$ cat src/hdl/pdsc_pkg.sv
package pdsc_pkg;

   // default size of the power data area in bytes (header plus objects)
   localparam int AREA_BYTES_DEFAULT = 48;

   localparam int DATA_W    = 8;
   localparam int COUNT_W   = 3;
   localparam int FIELD_W   = 10;
   localparam int VSEL_W    = 3;
   localparam int CSR_ADDR_W = 3;
   localparam int CSR_DATA_W = 32;

   // pdo supply type codes, bits 31:30
   localparam logic [1:0] SUPPLY_FIXED     = 2'b00;
   localparam logic [1:0] SUPPLY_AUGMENTED = 2'b11;
   // augmented subtype, bits 29:28
   localparam logic [1:0] AUG_PPS          = 2'b00;

   // register index, taken from paddr bit 2
   typedef enum logic {
      REG_VOLTAGE_SELECT = 1'b0,
      REG_PPS_SUPPORTED  = 1'b1
   } csr_index_type;

   typedef struct packed {
      logic [DATA_W-1:0] data_byte;
      logic              first_byte;
      logic              last_byte;
   } req_type;

   typedef struct packed {
      logic               message_valid;
      logic [COUNT_W-1:0] object_count;
      logic               fixed_found;
      logic [FIELD_W-1:0] fixed_current;
      logic               pps_found;
   } rsp_type;

   typedef struct packed {
      logic [VSEL_W-1:0] voltage_select;
      logic              pps_supported;
   } cfg_type;

   // target voltage in 50 mV units; codes 6 and 7 select nothing
   function automatic logic [FIELD_W:0] target_units(input logic [VSEL_W-1:0] sel);
      logic [FIELD_W:0] result;
      begin
         case (sel)
            3'd0: result = {1'b1, 10'd100};
            3'd1: result = {1'b1, 10'd180};
            3'd2: result = {1'b1, 10'd240};
            3'd3: result = {1'b1, 10'd300};
            3'd4: result = {1'b1, 10'd400};
            3'd5: result = {1'b1, 10'd560};
            default: result = '0;
         endcase
         return result;
      end
   endfunction

endpackage

$ cat src/hdl/pdsc_csr.sv
module pdsc_csr (
   input  logic                             clock,
   input  logic                             reset,
   input  logic                             csr_psel,
   input  logic                             csr_penable,
   input  logic                             csr_pwrite,
   input  logic [pdsc_pkg::CSR_ADDR_W-1:0]  csr_paddr,
   input  logic [pdsc_pkg::CSR_DATA_W-1:0]  csr_pwdata,
   output logic [pdsc_pkg::CSR_DATA_W-1:0]  csr_prdata,
   output logic                             csr_pready,
   output pdsc_pkg::cfg_type                cfg
);
   import pdsc_pkg::*;

   logic [VSEL_W-1:0] voltage_select_ff, voltage_select_in;
   logic              pps_supported_ff, pps_supported_in;
   logic              write_en;
   csr_index_type     index;

   assign csr_pready = 1'b1;
   assign write_en   = csr_psel & csr_penable & csr_pwrite;
   assign index      = csr_index_type'(csr_paddr[2]);

   always_comb begin
      voltage_select_in = voltage_select_ff;
      pps_supported_in  = pps_supported_ff;
      if (write_en) begin
         case (index)
            REG_VOLTAGE_SELECT: voltage_select_in = csr_pwdata[VSEL_W-1:0];
            REG_PPS_SUPPORTED:  pps_supported_in  = csr_pwdata[0];
            default: ;
         endcase
      end
   end

   always_comb begin
      case (index)
         REG_VOLTAGE_SELECT: csr_prdata = CSR_DATA_W'(voltage_select_ff);
         REG_PPS_SUPPORTED:  csr_prdata = CSR_DATA_W'(pps_supported_ff);
         default:            csr_prdata = '0;
      endcase
   end

   always_ff @(posedge clock) begin
      if (reset) begin
         voltage_select_ff <= '0;
         pps_supported_ff  <= 1'b1;
      end else begin
         voltage_select_ff <= voltage_select_in;
         pps_supported_ff  <= pps_supported_in;
      end
   end

   assign cfg.voltage_select = voltage_select_ff;
   assign cfg.pps_supported  = pps_supported_ff;

endmodule

$ cat src/hdl/pdsc_scan.sv
module pdsc_scan #(
   parameter int AREA_BYTES = pdsc_pkg::AREA_BYTES_DEFAULT
) (
   input  logic              clock,
   input  logic              reset,
   input  logic              take,
   input  pdsc_pkg::req_type item,
   input  pdsc_pkg::cfg_type cfg,
   output pdsc_pkg::rsp_type result
);
   import pdsc_pkg::*;

   localparam int PosW = $clog2(AREA_BYTES + 1);

   logic [PosW-1:0]    byte_position_ff, byte_position_in;
   logic [COUNT_W-1:0] count_held_ff, count_held_in;
   logic [23:0]        word_bytes_ff, word_bytes_in;
   logic               match_seen_ff, match_seen_in;
   logic [FIELD_W-1:0] match_current_ff, match_current_in;
   logic               pps_seen_ff, pps_seen_in;

   // scan state as seen by this byte, after a restart if marked first
   logic [PosW-1:0]    pos;
   logic [COUNT_W-1:0] count_cur;
   logic               match_cur;
   logic [FIELD_W-1:0] current_cur;
   logic               pps_cur;
   logic [PosW-1:0]    offset;
   logic [1:0]         lane;
   logic [PosW-1:0]    index;
   logic [1:0]         supply;
   logic [FIELD_W:0]   target;
   logic               fits;

   always_comb begin
      pos         = item.first_byte ? '0 : byte_position_ff;
      count_cur   = item.first_byte ? '0 : count_held_ff;
      match_cur   = item.first_byte ? 1'b0 : match_seen_ff;
      current_cur = item.first_byte ? '0 : match_current_ff;
      pps_cur     = item.first_byte ? 1'b0 : pps_seen_ff;

      offset = pos - PosW'(2);
      lane   = offset[1:0];
      index  = offset >> 2;
      supply = item.data_byte[7:6];
      target = target_units(cfg.voltage_select);

      byte_position_in = pos;
      count_held_in    = count_cur;
      word_bytes_in    = item.first_byte ? '0 : word_bytes_ff;
      match_seen_in    = match_cur;
      match_current_in = current_cur;
      pps_seen_in      = pps_cur;

      if (pos < PosW'(AREA_BYTES)) begin
         byte_position_in = pos + PosW'(1);
         if (pos == PosW'(0)) begin
            // header low byte carries nothing used here
         end else if (pos == PosW'(1)) begin
            count_held_in = item.data_byte[6:4];
         end else begin
            case (lane)
               2'd0: word_bytes_in = {16'h0000, item.data_byte};
               2'd1: word_bytes_in[15:8]  = item.data_byte;
               2'd2: word_bytes_in[23:16] = item.data_byte;
               default: begin
                  // top byte completes the object; judge it if within count
                  if (index < PosW'(count_cur)) begin
                     if (supply == SUPPLY_FIXED) begin
                        if (!match_cur && target[FIELD_W] &&
                            word_bytes_ff[19:10] == target[FIELD_W-1:0]) begin
                           match_seen_in    = 1'b1;
                           match_current_in = word_bytes_ff[FIELD_W-1:0];
                        end
                     end else if (supply == SUPPLY_AUGMENTED &&
                                  item.data_byte[5:4] == AUG_PPS) begin
                        pps_seen_in = 1'b1;
                     end
                  end
               end
            endcase
         end
      end

      fits = (count_held_in != '0) &&
             (7'({count_held_in, 2'b10}) <= 7'(AREA_BYTES));

      result.message_valid = fits;
      result.object_count  = count_held_in;
      result.fixed_found   = fits & match_seen_in;
      result.fixed_current = (fits & match_seen_in) ? match_current_in : '0;
      result.pps_found     = fits & pps_seen_in & cfg.pps_supported;
   end

   always_ff @(posedge clock) begin
      if (reset) begin
         byte_position_ff <= '0;
         count_held_ff    <= '0;
         word_bytes_ff    <= '0;
         match_seen_ff    <= 1'b0;
         match_current_ff <= '0;
         pps_seen_ff      <= 1'b0;
      end else if (take) begin
         byte_position_ff <= byte_position_in;
         count_held_ff    <= count_held_in;
         word_bytes_ff    <= word_bytes_in;
         match_seen_ff    <= match_seen_in;
         match_current_ff <= match_current_in;
         pps_seen_ff      <= pps_seen_in;
      end
   end

endmodule

$ cat src/hdl/pdsc_out.sv
module pdsc_out (
   input  logic              clock,
   input  logic              reset,
   input  logic              load,
   input  pdsc_pkg::rsp_type result,
   input  logic              rsp_stall,
   output logic              rsp_valid,
   output pdsc_pkg::rsp_type rsp_payload,
   output logic              blocked
);
   import pdsc_pkg::*;

   logic    rsp_valid_ff, rsp_valid_in;
   rsp_type rsp_payload_ff, rsp_payload_in;

   // held result not yet taken: no new byte may enter
   assign blocked = rsp_valid_ff & rsp_stall;

   always_comb begin
      rsp_valid_in   = rsp_valid_ff & rsp_stall;
      rsp_payload_in = rsp_payload_ff;
      if (load) begin
         rsp_valid_in   = 1'b1;
         rsp_payload_in = result;
      end
   end

   always_ff @(posedge clock) begin
      if (reset) begin
         rsp_valid_ff <= 1'b0;
      end else begin
         rsp_valid_ff <= rsp_valid_in;
      end
   end

   always_ff @(posedge clock) begin
      rsp_payload_ff <= rsp_payload_in;
   end

   assign rsp_valid   = rsp_valid_ff;
   assign rsp_payload = rsp_payload_ff;

endmodule

$ cat src/hdl/pd_source_caps_scanner_unit.sv
// usb pd source caps scanner: takes a message one byte per transaction
// (16-bit little-endian header, then 32-bit little-endian power data objects)
// and on the byte marked last gives one result: object count from header bits
// 14:12, whether the count is nonzero and fits the area, the 10 mA current of
// the first fixed object at the selected voltage, and whether a pps object was
// seen. a byte marked first restarts the scan; bytes beyond AREA_BYTES change
// nothing. one byte is accepted every cycle, and the result appears on rsp_* in
// the cycle after the last byte is accepted; the only thing that holds the input
// back is a result register that is full and stalled. registers: voltage_select at
// byte address 0 (codes 0..5 = 5, 9, 12, 15, 20, 28 v), pps_supported at 4
// (reset 1); write them only while no message is in flight.
module pd_source_caps_scanner_unit #(
   parameter int AREA_BYTES = pdsc_pkg::AREA_BYTES_DEFAULT
) (
   input  logic                            clock,
   input  logic                            reset,
   // byte input
   input  logic                            req_valid,
   output logic                            req_stall,
   input  pdsc_pkg::req_type               req_payload,
   // result output
   output logic                            rsp_valid,
   input  logic                            rsp_stall,
   output pdsc_pkg::rsp_type               rsp_payload,
   // register port
   input  logic                            csr_psel,
   input  logic                            csr_penable,
   input  logic                            csr_pwrite,
   input  logic [pdsc_pkg::CSR_ADDR_W-1:0] csr_paddr,
   input  logic [pdsc_pkg::CSR_DATA_W-1:0] csr_pwdata,
   output logic [pdsc_pkg::CSR_DATA_W-1:0] csr_prdata,
   output logic                            csr_pready
);
   import pdsc_pkg::*;

   cfg_type cfg;
   rsp_type result;
   logic    take;
   logic    blocked;

   // a transaction on the input channel
   assign req_stall = blocked;
   assign take      = req_valid & ~blocked;

   pdsc_csr u_csr (
      .clock       (clock),
      .reset       (reset),
      .csr_psel    (csr_psel),
      .csr_penable (csr_penable),
      .csr_pwrite  (csr_pwrite),
      .csr_paddr   (csr_paddr),
      .csr_pwdata  (csr_pwdata),
      .csr_prdata  (csr_prdata),
      .csr_pready  (csr_pready),
      .cfg         (cfg)
   );

   // scan state and the per-byte logic that also forms the result
   pdsc_scan #(
      .AREA_BYTES (AREA_BYTES)
   ) u_scan (
      .clock  (clock),
      .reset  (reset),
      .take   (take),
      .item   (req_payload),
      .cfg    (cfg),
      .result (result)
   );

   // result register, loaded only on the byte marked last
   pdsc_out u_out (
      .clock       (clock),
      .reset       (reset),
      .load        (take & req_payload.last_byte),
      .result      (result),
      .rsp_stall   (rsp_stall),
      .rsp_valid   (rsp_valid),
      .rsp_payload (rsp_payload),
      .blocked     (blocked)
   );

endmodule

$ cat config.mk
export PLATFORM = sky130hd
export DESIGN_NAME = pd_source_caps_scanner_unit
export DESIGN_NICKNAME = d
export VERILOG_FILES = /design/src/hdl/pdsc_pkg.sv /design/src/hdl/pdsc_csr.sv /design/src/hdl/pdsc_scan.sv /design/src/hdl/pdsc_out.sv /design/src/hdl/pd_source_caps_scanner_unit.sv
export SDC_FILE = /design/constraint.sdc
export NUM_CORES = 1
export LEC_CHECK = 0
export BUFFER_PORTS_ARGS = -buffer_cell sky130_fd_sc_hd__buf_2
export CAP_MARGIN = 20
export CORE_MARGIN = 2
export CORE_UTILIZATION = 56
export CTS_CLUSTER_DIAMETER = 60
export DETAILED_ROUTE_END_ITERATION = 8
export GPL_ROUTABILITY_DRIVEN = 0
export PLACE_DENSITY_LB_ADDON = 0.25
export SETUP_SLACK_MARGIN = 0.1
export SLEW_MARGIN = 20
export SYNTH_ARGS = -nofsm -noshare
export SYNTH_HDL_FRONTEND = slang
export SYNTH_SLANG_ARGS = --single-unit
export TNS_END_PERCENT = 5
$ cat constraint.sdc
create_clock -name clock -period 4.65 [get_ports clock]
set_input_delay 0.465 -clock clock [delete_from_list [all_inputs] [get_ports clock]]
set_output_delay 0.465 -clock clock [all_outputs]
set_load 0.005 [all_outputs]
Yosys cells after proc, flatten, opt, wreduce, memory -nomap -nowiden
Cells that the tools add are included.
{ "classes": {"add_sub_neg": 2, "order_cmp": 2, "n_eq_ne": 10, "mux": 40, "n_bitwise": 10, "n_reduce_logical": 13} }
{ "op_table": {"columns": ["operator", "n"], "rows": [
  ["2-to-1 mux 24 bit", 4],
  ["2-to-1 mux 10 bit", 8],
  ["one-hot mux 11 bit (6 select lines)", 1],
  ["one-hot mux 32 bit (2 select lines)", 1],
  ["one-hot mux 8 bit (2 select lines)", 2],
  ["2-to-1 mux 1 bit", 17],
  ["2-to-1 mux 3 bit", 4],
  ["2-to-1 mux 6 bit", 2],
  ["== test 10 bit", 1],
  ["bitwise AND 1 bit", 8],
  ["2-to-1 mux 8 bit", 1],
  ["adder 6 x 1 -> 6 bit, second input constant", 1],
  ["== test 3 x 2 -> 1 bit, second input constant", 2],
  ["== test 3 bit, second input constant", 2],
  ["== test 6 x 1 -> 1 bit, second input constant", 1],
  ["zero test 2 bit", 3],
  ["zero test 6 bit", 1],
  ["< comparator 6 bit, second input constant", 1],
  ["subtractor 6 x 2 -> 6 bit, second input constant", 1],
  ["== test 2 bit, second input constant", 2],
  ["< comparator 4 x 3 -> 1 bit", 1],
  ["AND reduction 2 bit", 2],
  ["== test 3 x 1 -> 1 bit, second input constant", 1],
  ["logical AND 1 bit", 3],
  ["other kinds (6)", 7]
]} }
{ "totals": {"reg_bits": 66, "input_bits": 52, "output_inout_bits": 51, "elab_cells": 91} }

Depth between registers and ports, before layout
{ "logic_depth": {"ltp_word": 12, "ltp_mapped": 12, "ltp_nobuf": 10} }

By module
Synthesis repeated with hierarchy kept, for this count alone.
{ "unflattened": {"cells_unflattened": 396, "hier_area_um2": 3470.8} }
{ "modules_own_cells": {"columns": ["mod", "n_inst", "cells_per_inst", "area_each_um2", "seq_area_each_um2"], "rows": [
  ["pdsc_scan", 1, 319, 2477.4, 820.8],
  ["pdsc_out", 1, 20, 516.7, 500.5],
  ["pdsc_csr", 1, 55, 461.7, 80.1],
  ["pd_source_caps_scanner_unit", 1, 2, 15.0, 0.0]
]} }

Worst setup path after synthesis
Ideal clock, no wire load.
{ "synth_timing": {"path_kind": "in2reg", "start": "in req_payload[1] in the netlist's numbering", "end": "reg u_out.rsp_payload_ff, in the netlist u_out.rsp_payload[10] (data pin)", "setup_ps": 257, "t_arrival_ps": 2614, "t_required_ps": 4393, "setup_slack_ps": 1779, "stages": 10, "path_buffers": 3, "path_cell_list": "buf_2 -> nor2b_1 -> inv_1 -> ha_1 -> or4b_4 -> buf_6 -> mux2i_4 -> and2_1 -> buf_6 -> a32o_2"} }
{ "synth_via": {"elab_chain_cells": 12, "elab_cells_between_ends": 35, "cone_classes": "add/sub (1); order compare (2); eq/ne (3); mux (21); bitwise (1); reduce/logical (7)"} }
{ "synth_lines": {"columns": ["item", "line_no", "source"], "rows": [
  ["start, declared", "pd_source_caps_scanner_unit.sv:20", "input pdsc_pkg::req_type req_payload,"],
  ["branches (longest 12 deep; another with subtractor 6 x 2 -> 6 bit)", null, null],
  ["end signal, assigned", "pdsc_out.sv:37", "rsp_payload_ff <= rsp_payload_in;"],
  ["end, declared", "pdsc_out.sv:14", "rsp_type rsp_payload_ff, rsp_payload_in;"]
]} }
Parallel ways; which one is timed is not known.
A chain may end at the register's enable or synchronous reset.

Worst setup path after layout
{ "layout_timing": {"start": "in req_payload[1] in the netlist's numbering", "end": "reg u_out.rsp_payload_ff, in the netlist u_out.rsp_payload[7] (data pin)"} }
Same word-level chain as after synthesis.

==> impl_metrics.csv <==
group,metric,value,unit
sta,fin_hold_ws,0.355,ns
sta,worstMarginPinSlew,1.00,ns
synth,ys_ff_latch,62,
layout,stdcell_area,0.00375,mm2
synth,synth_flop_cell,"dfxtp_1",
clock_tree,post_cts_buffers,0,
clock_tree,clock-root-buffer,"clkbuf_8",
setup_path,cp-startpoint,"req_payload[1]",
floorplan,fp-row-count,28,
sta,final-setup-viol-count,0,
clock_tree,numCtsBuffers,9,
placed_design,dp_cells,474,
setup_path,crit_path_end_kind,"flip-flop",
floorplan,io_pins,103,
placed_design,post_dp_cell_area,0.00356,mm2
synth,async_flop_share,0,%
clock_tree,post_cts_resized,0,
synth,syn-instance-count,381,
status,status,"complete, no violations",
sta,hold_viol,0,
setup_path,cp-endpoint,"u_out.rsp_payload[7]$_SDFFCE_PN0P_",
global_routing,grt_pass1_wl,12.5,mm
setup_path,path_depth,13,
routing,avgRoutedWirePerCell,15.1,um
pwr,p_leak,1.57,nW
global_routing,grt.total_usage,24.0,%
setup_path,r2r_slack,1.60,ns
setup_path,reg2reg_depth,12,
synth,ys_seq_area_share,40.4,%
routing,viasPerCell,5.83,
setup_path,cp_top_family,"buffers and inverters",
clock_tree,hold_buffers,0,
setup_path,critPathSlowestCell,"clkinv_1",
sta,slew_violations,0,
synth,synth.avg_cell_area,9.11,um2
synth,yosys_warnings,0,
layout,synthToLayoutAreaGrowth,8.08,%
sta,min_period_over_period,70.6,%
clock_tree,cts_num_sinks,62,
setup_path,path_class,"in -> reg",
routing,ant_nets,0,
clock_tree,path_clk_slew,0.07,ns
clock_tree,htreeDepth,3,
sta,finalSetupTns,0,ns
layout,diodes,0,
global_routing,grt_max_degree,51,
setup_path,max_stage_delay,0.37,ns
flow_run,drv_cap,0,
routing,routed_wl,7.42,mm
setup_path,start_kind,"primary input",
floorplan,initial_core_util,58.3,%
floorplan,fp.dieW,82.7,um
setup_path,crit_arrival,3.49,ns
synth,ys_types,57,
clock_tree,clkLatencyLatePin,0.34,ns
setup_path,required,4.86,ns
global_routing,antenna_found_initial,0,
setup_path,crit_chain,"buf_2 -> clkinv_1 -> nand2_1 -> inv_1 -> ha_1 -> o31ai_1 -> o2111a_1 -> o2111ai_1 -> a21oi_1 -> buf_4 -> and3_1 -> buf_4 -> a32o_2",
synth,netlist_area,0.00347,mm2
floorplan,dieArea,0.00684,mm2
routing,drc,0,
setup_path,timing.rr.start,"u_scan.byte_position_ff[1]$_SDFFE_PP0P_",
floorplan,core,0.00596,mm2
layout,fin_nets,471,
hold_path,hold_path_class,"in -> reg",
setup_path,critical_path.most_common_cell,"buf_4",
sta,clock_skew,0.00589,ns
layout,utilization,63.0,%
placed_design,dp_hpwl,5.08,mm
setup_path,r2r-end,"u_out.rsp_payload[7]$_SDFFCE_PN0P_",
layout,drive_above_1_share,18.6,%
layout,nFillCells,523,
sta,min_period,3.28,ns
floorplan,die_h,82.7,um
clock_tree,clockBufferDepth,2,
setup_path,path_max_fanout,22,
clock_tree,tritoncts,"done",
routing,firstDrtPassIters,7,
global_routing,overflow,0,
routing,drt_iter0_drc,231,
sta,rsz0062_at_grt,"no",
placed_design,io_buffers,41,
global_routing,grt_pass1_vias,2489,
setup_path,crit_buf_inv,5,
layout,final_cells,490,
routing,vias,2859,
pwr,peakVddDrop,0.177,mV
sta,maxSlewHeadroom,33.3,%
pwr,power_density,296,mW/mm2
hold_path,holdCritStartpoint,"csr_pwdata[2]",
synth,synth-edff-count,16,
sta,max_freq,0.304,GHz
## worst reg2reg max path: stages, from the launching register on
cell	delay (ns)
dfxtp_1	0.37
nor2b_1	0.37
inv_1	0.17
ha_1	0.25
xnor2_1	0.15
ha_1	0.27
a21oi_1	0.06
o2111ai_1	0.26
a21oi_1	0.07
buf_4	0.19
and3_1	0.15
buf_4	0.20
a32o_2	0.30
## synth_stat cells (2+ instances only)
master	count	area [um2]
nand2b_1	3	18.8
nand3b_1	3	22.5
conb_1	2	7.51
a32o_2	10	113
nand4_1	3	18.8
inv_1	22	82.6
nor3_1	14	70.1
and3_1	4	25.0
o41ai_1	10	87.6
nor2_1	32	120
a2bb2oi_1	2	17.5
o22ai_1	2	12.5
clkbuf_1	20	75.1
o21a_1	4	30.0
a21oi_1	14	70.1
nand3_1	6	30.0
nand4b_1	2	17.5
a22oi_1	15	113
a31oi_1	10	62.6
mux2i_1	7	70.1
dfxtp_1	46	921
buf_6	2	22.5
and2_1	6	37.5
a21o_1	2	15.0
xnor2_1	5	43.8
nand2_1	26	97.6
o21ai_0	5	25.0
edfxtp_1	16	480
nor2b_1	8	50.1
o31ai_1	3	22.5
ha_1	9	113
buf_4	31	233
nor3b_1	3	22.5
and4_1	11	96.3
## registers in the layout (all words and copies together), names as in the netlist
register	count
u_out.rsp_valid	1
u_scan.pps_seen_ff	1
u_csr.voltage_select_ff	3
u_scan.word_bytes_ff	20
u_out.rsp_payload	16
u_csr.pps_supported_ff	1
u_scan.byte_position_ff	6
u_scan.count_held_ff	3
u_scan.match_current_ff	10
u_scan.match_seen_ff	1
## placed cells by master, fill, tap and decap left out, drive strengths merged, types with 9 or more instances in the layout
cell type	count
a21oi	14
a22oi	15
a31oi	10
a32o	11
and4	11
buf	44
clkbuf	10
conb	30
dfxtp	46
edfxtp	16
ha	9
inv	23
nand2	26
nor2	33
nor3	14
o41ai	10
## where the power goes
part / leakage (nW) / internal (mW) / total (mW) / switching [mW]
logic: 0.952 / 0.0261 / 0.0840 / 0.0579
registers: 0.525 / 0.559 / 0.564 / 0.00429
clock network: 0.0964 / 0.247 / 0.463 / 0.216
total: 1.57 / 0.832 / 1.11 / 0.279
## worst min path at each step
stage                                         endpoint  slack (ns)  cells past startpoint
6_report       u_csr.voltage_select_ff[2]$_SDFFE_PP0P_        0.36                      3
5_1_grt        u_csr.voltage_select_ff[2]$_SDFFE_PP0P_        0.36                      3
4_1_cts        u_csr.voltage_select_ff[2]$_SDFFE_PP0P_        0.35                      3
3_5_place_dp      u_scan.word_bytes_ff[4]$_SDFFE_PP0P_        0.47                      2
3_3_place_gp      u_scan.word_bytes_ff[6]$_SDFFE_PP0P_        0.47                      2
2_1_floorplan     u_scan.word_bytes_ff[0]$_SDFFE_PP0P_        0.45                      2
## per-layer routing
metal  track usage (%)  part of all wire [%]  wire [um]
met4              8.36                   1.7        125
met1              34.8                    48       3560
met2              35.2                    44       3250
met5                 0                     0          0
met3              5.22                   6.4        478
## through the flow
step,worst slack (ns),total power [mW]
6_report,1.37,1.11
4_1_cts,1.39,1.11
2_1_floorplan,1.78,0.645
3_3_place_gp,1.13,0.657
5_1_grt,1.04,1.16
3_5_place_dp,1.06,0.659
## area by class of cell
class	count	area [um2]	area share, %
sequential	62	1400	37.4
tap	75	93.8	2.50
inverter	23	86.3	2.30
multi-input combinational	270	1750	46.7
clock buffer	10	128	3.40
clock inverter	6	61.3	1.63
timing repair buffer	44	228	6.07
## cell families (layout without fill, tap and decap cells)
family,Yosys count,after routing,share of synthesized area (%)
muxes,9,9,2.99
adders and majority gates,9,9,3.25
and+or+nand+nor,128,128,20.3
xor gates and xnor gates,6,6,1.51
other,2,30,0.216
DFF,62,62,40.4
buffers and inverters,77,83,12.2
AOI/OAI and AO/OA,88,88,19.2
No activity file was read; power rests on OpenSTA's default activity.
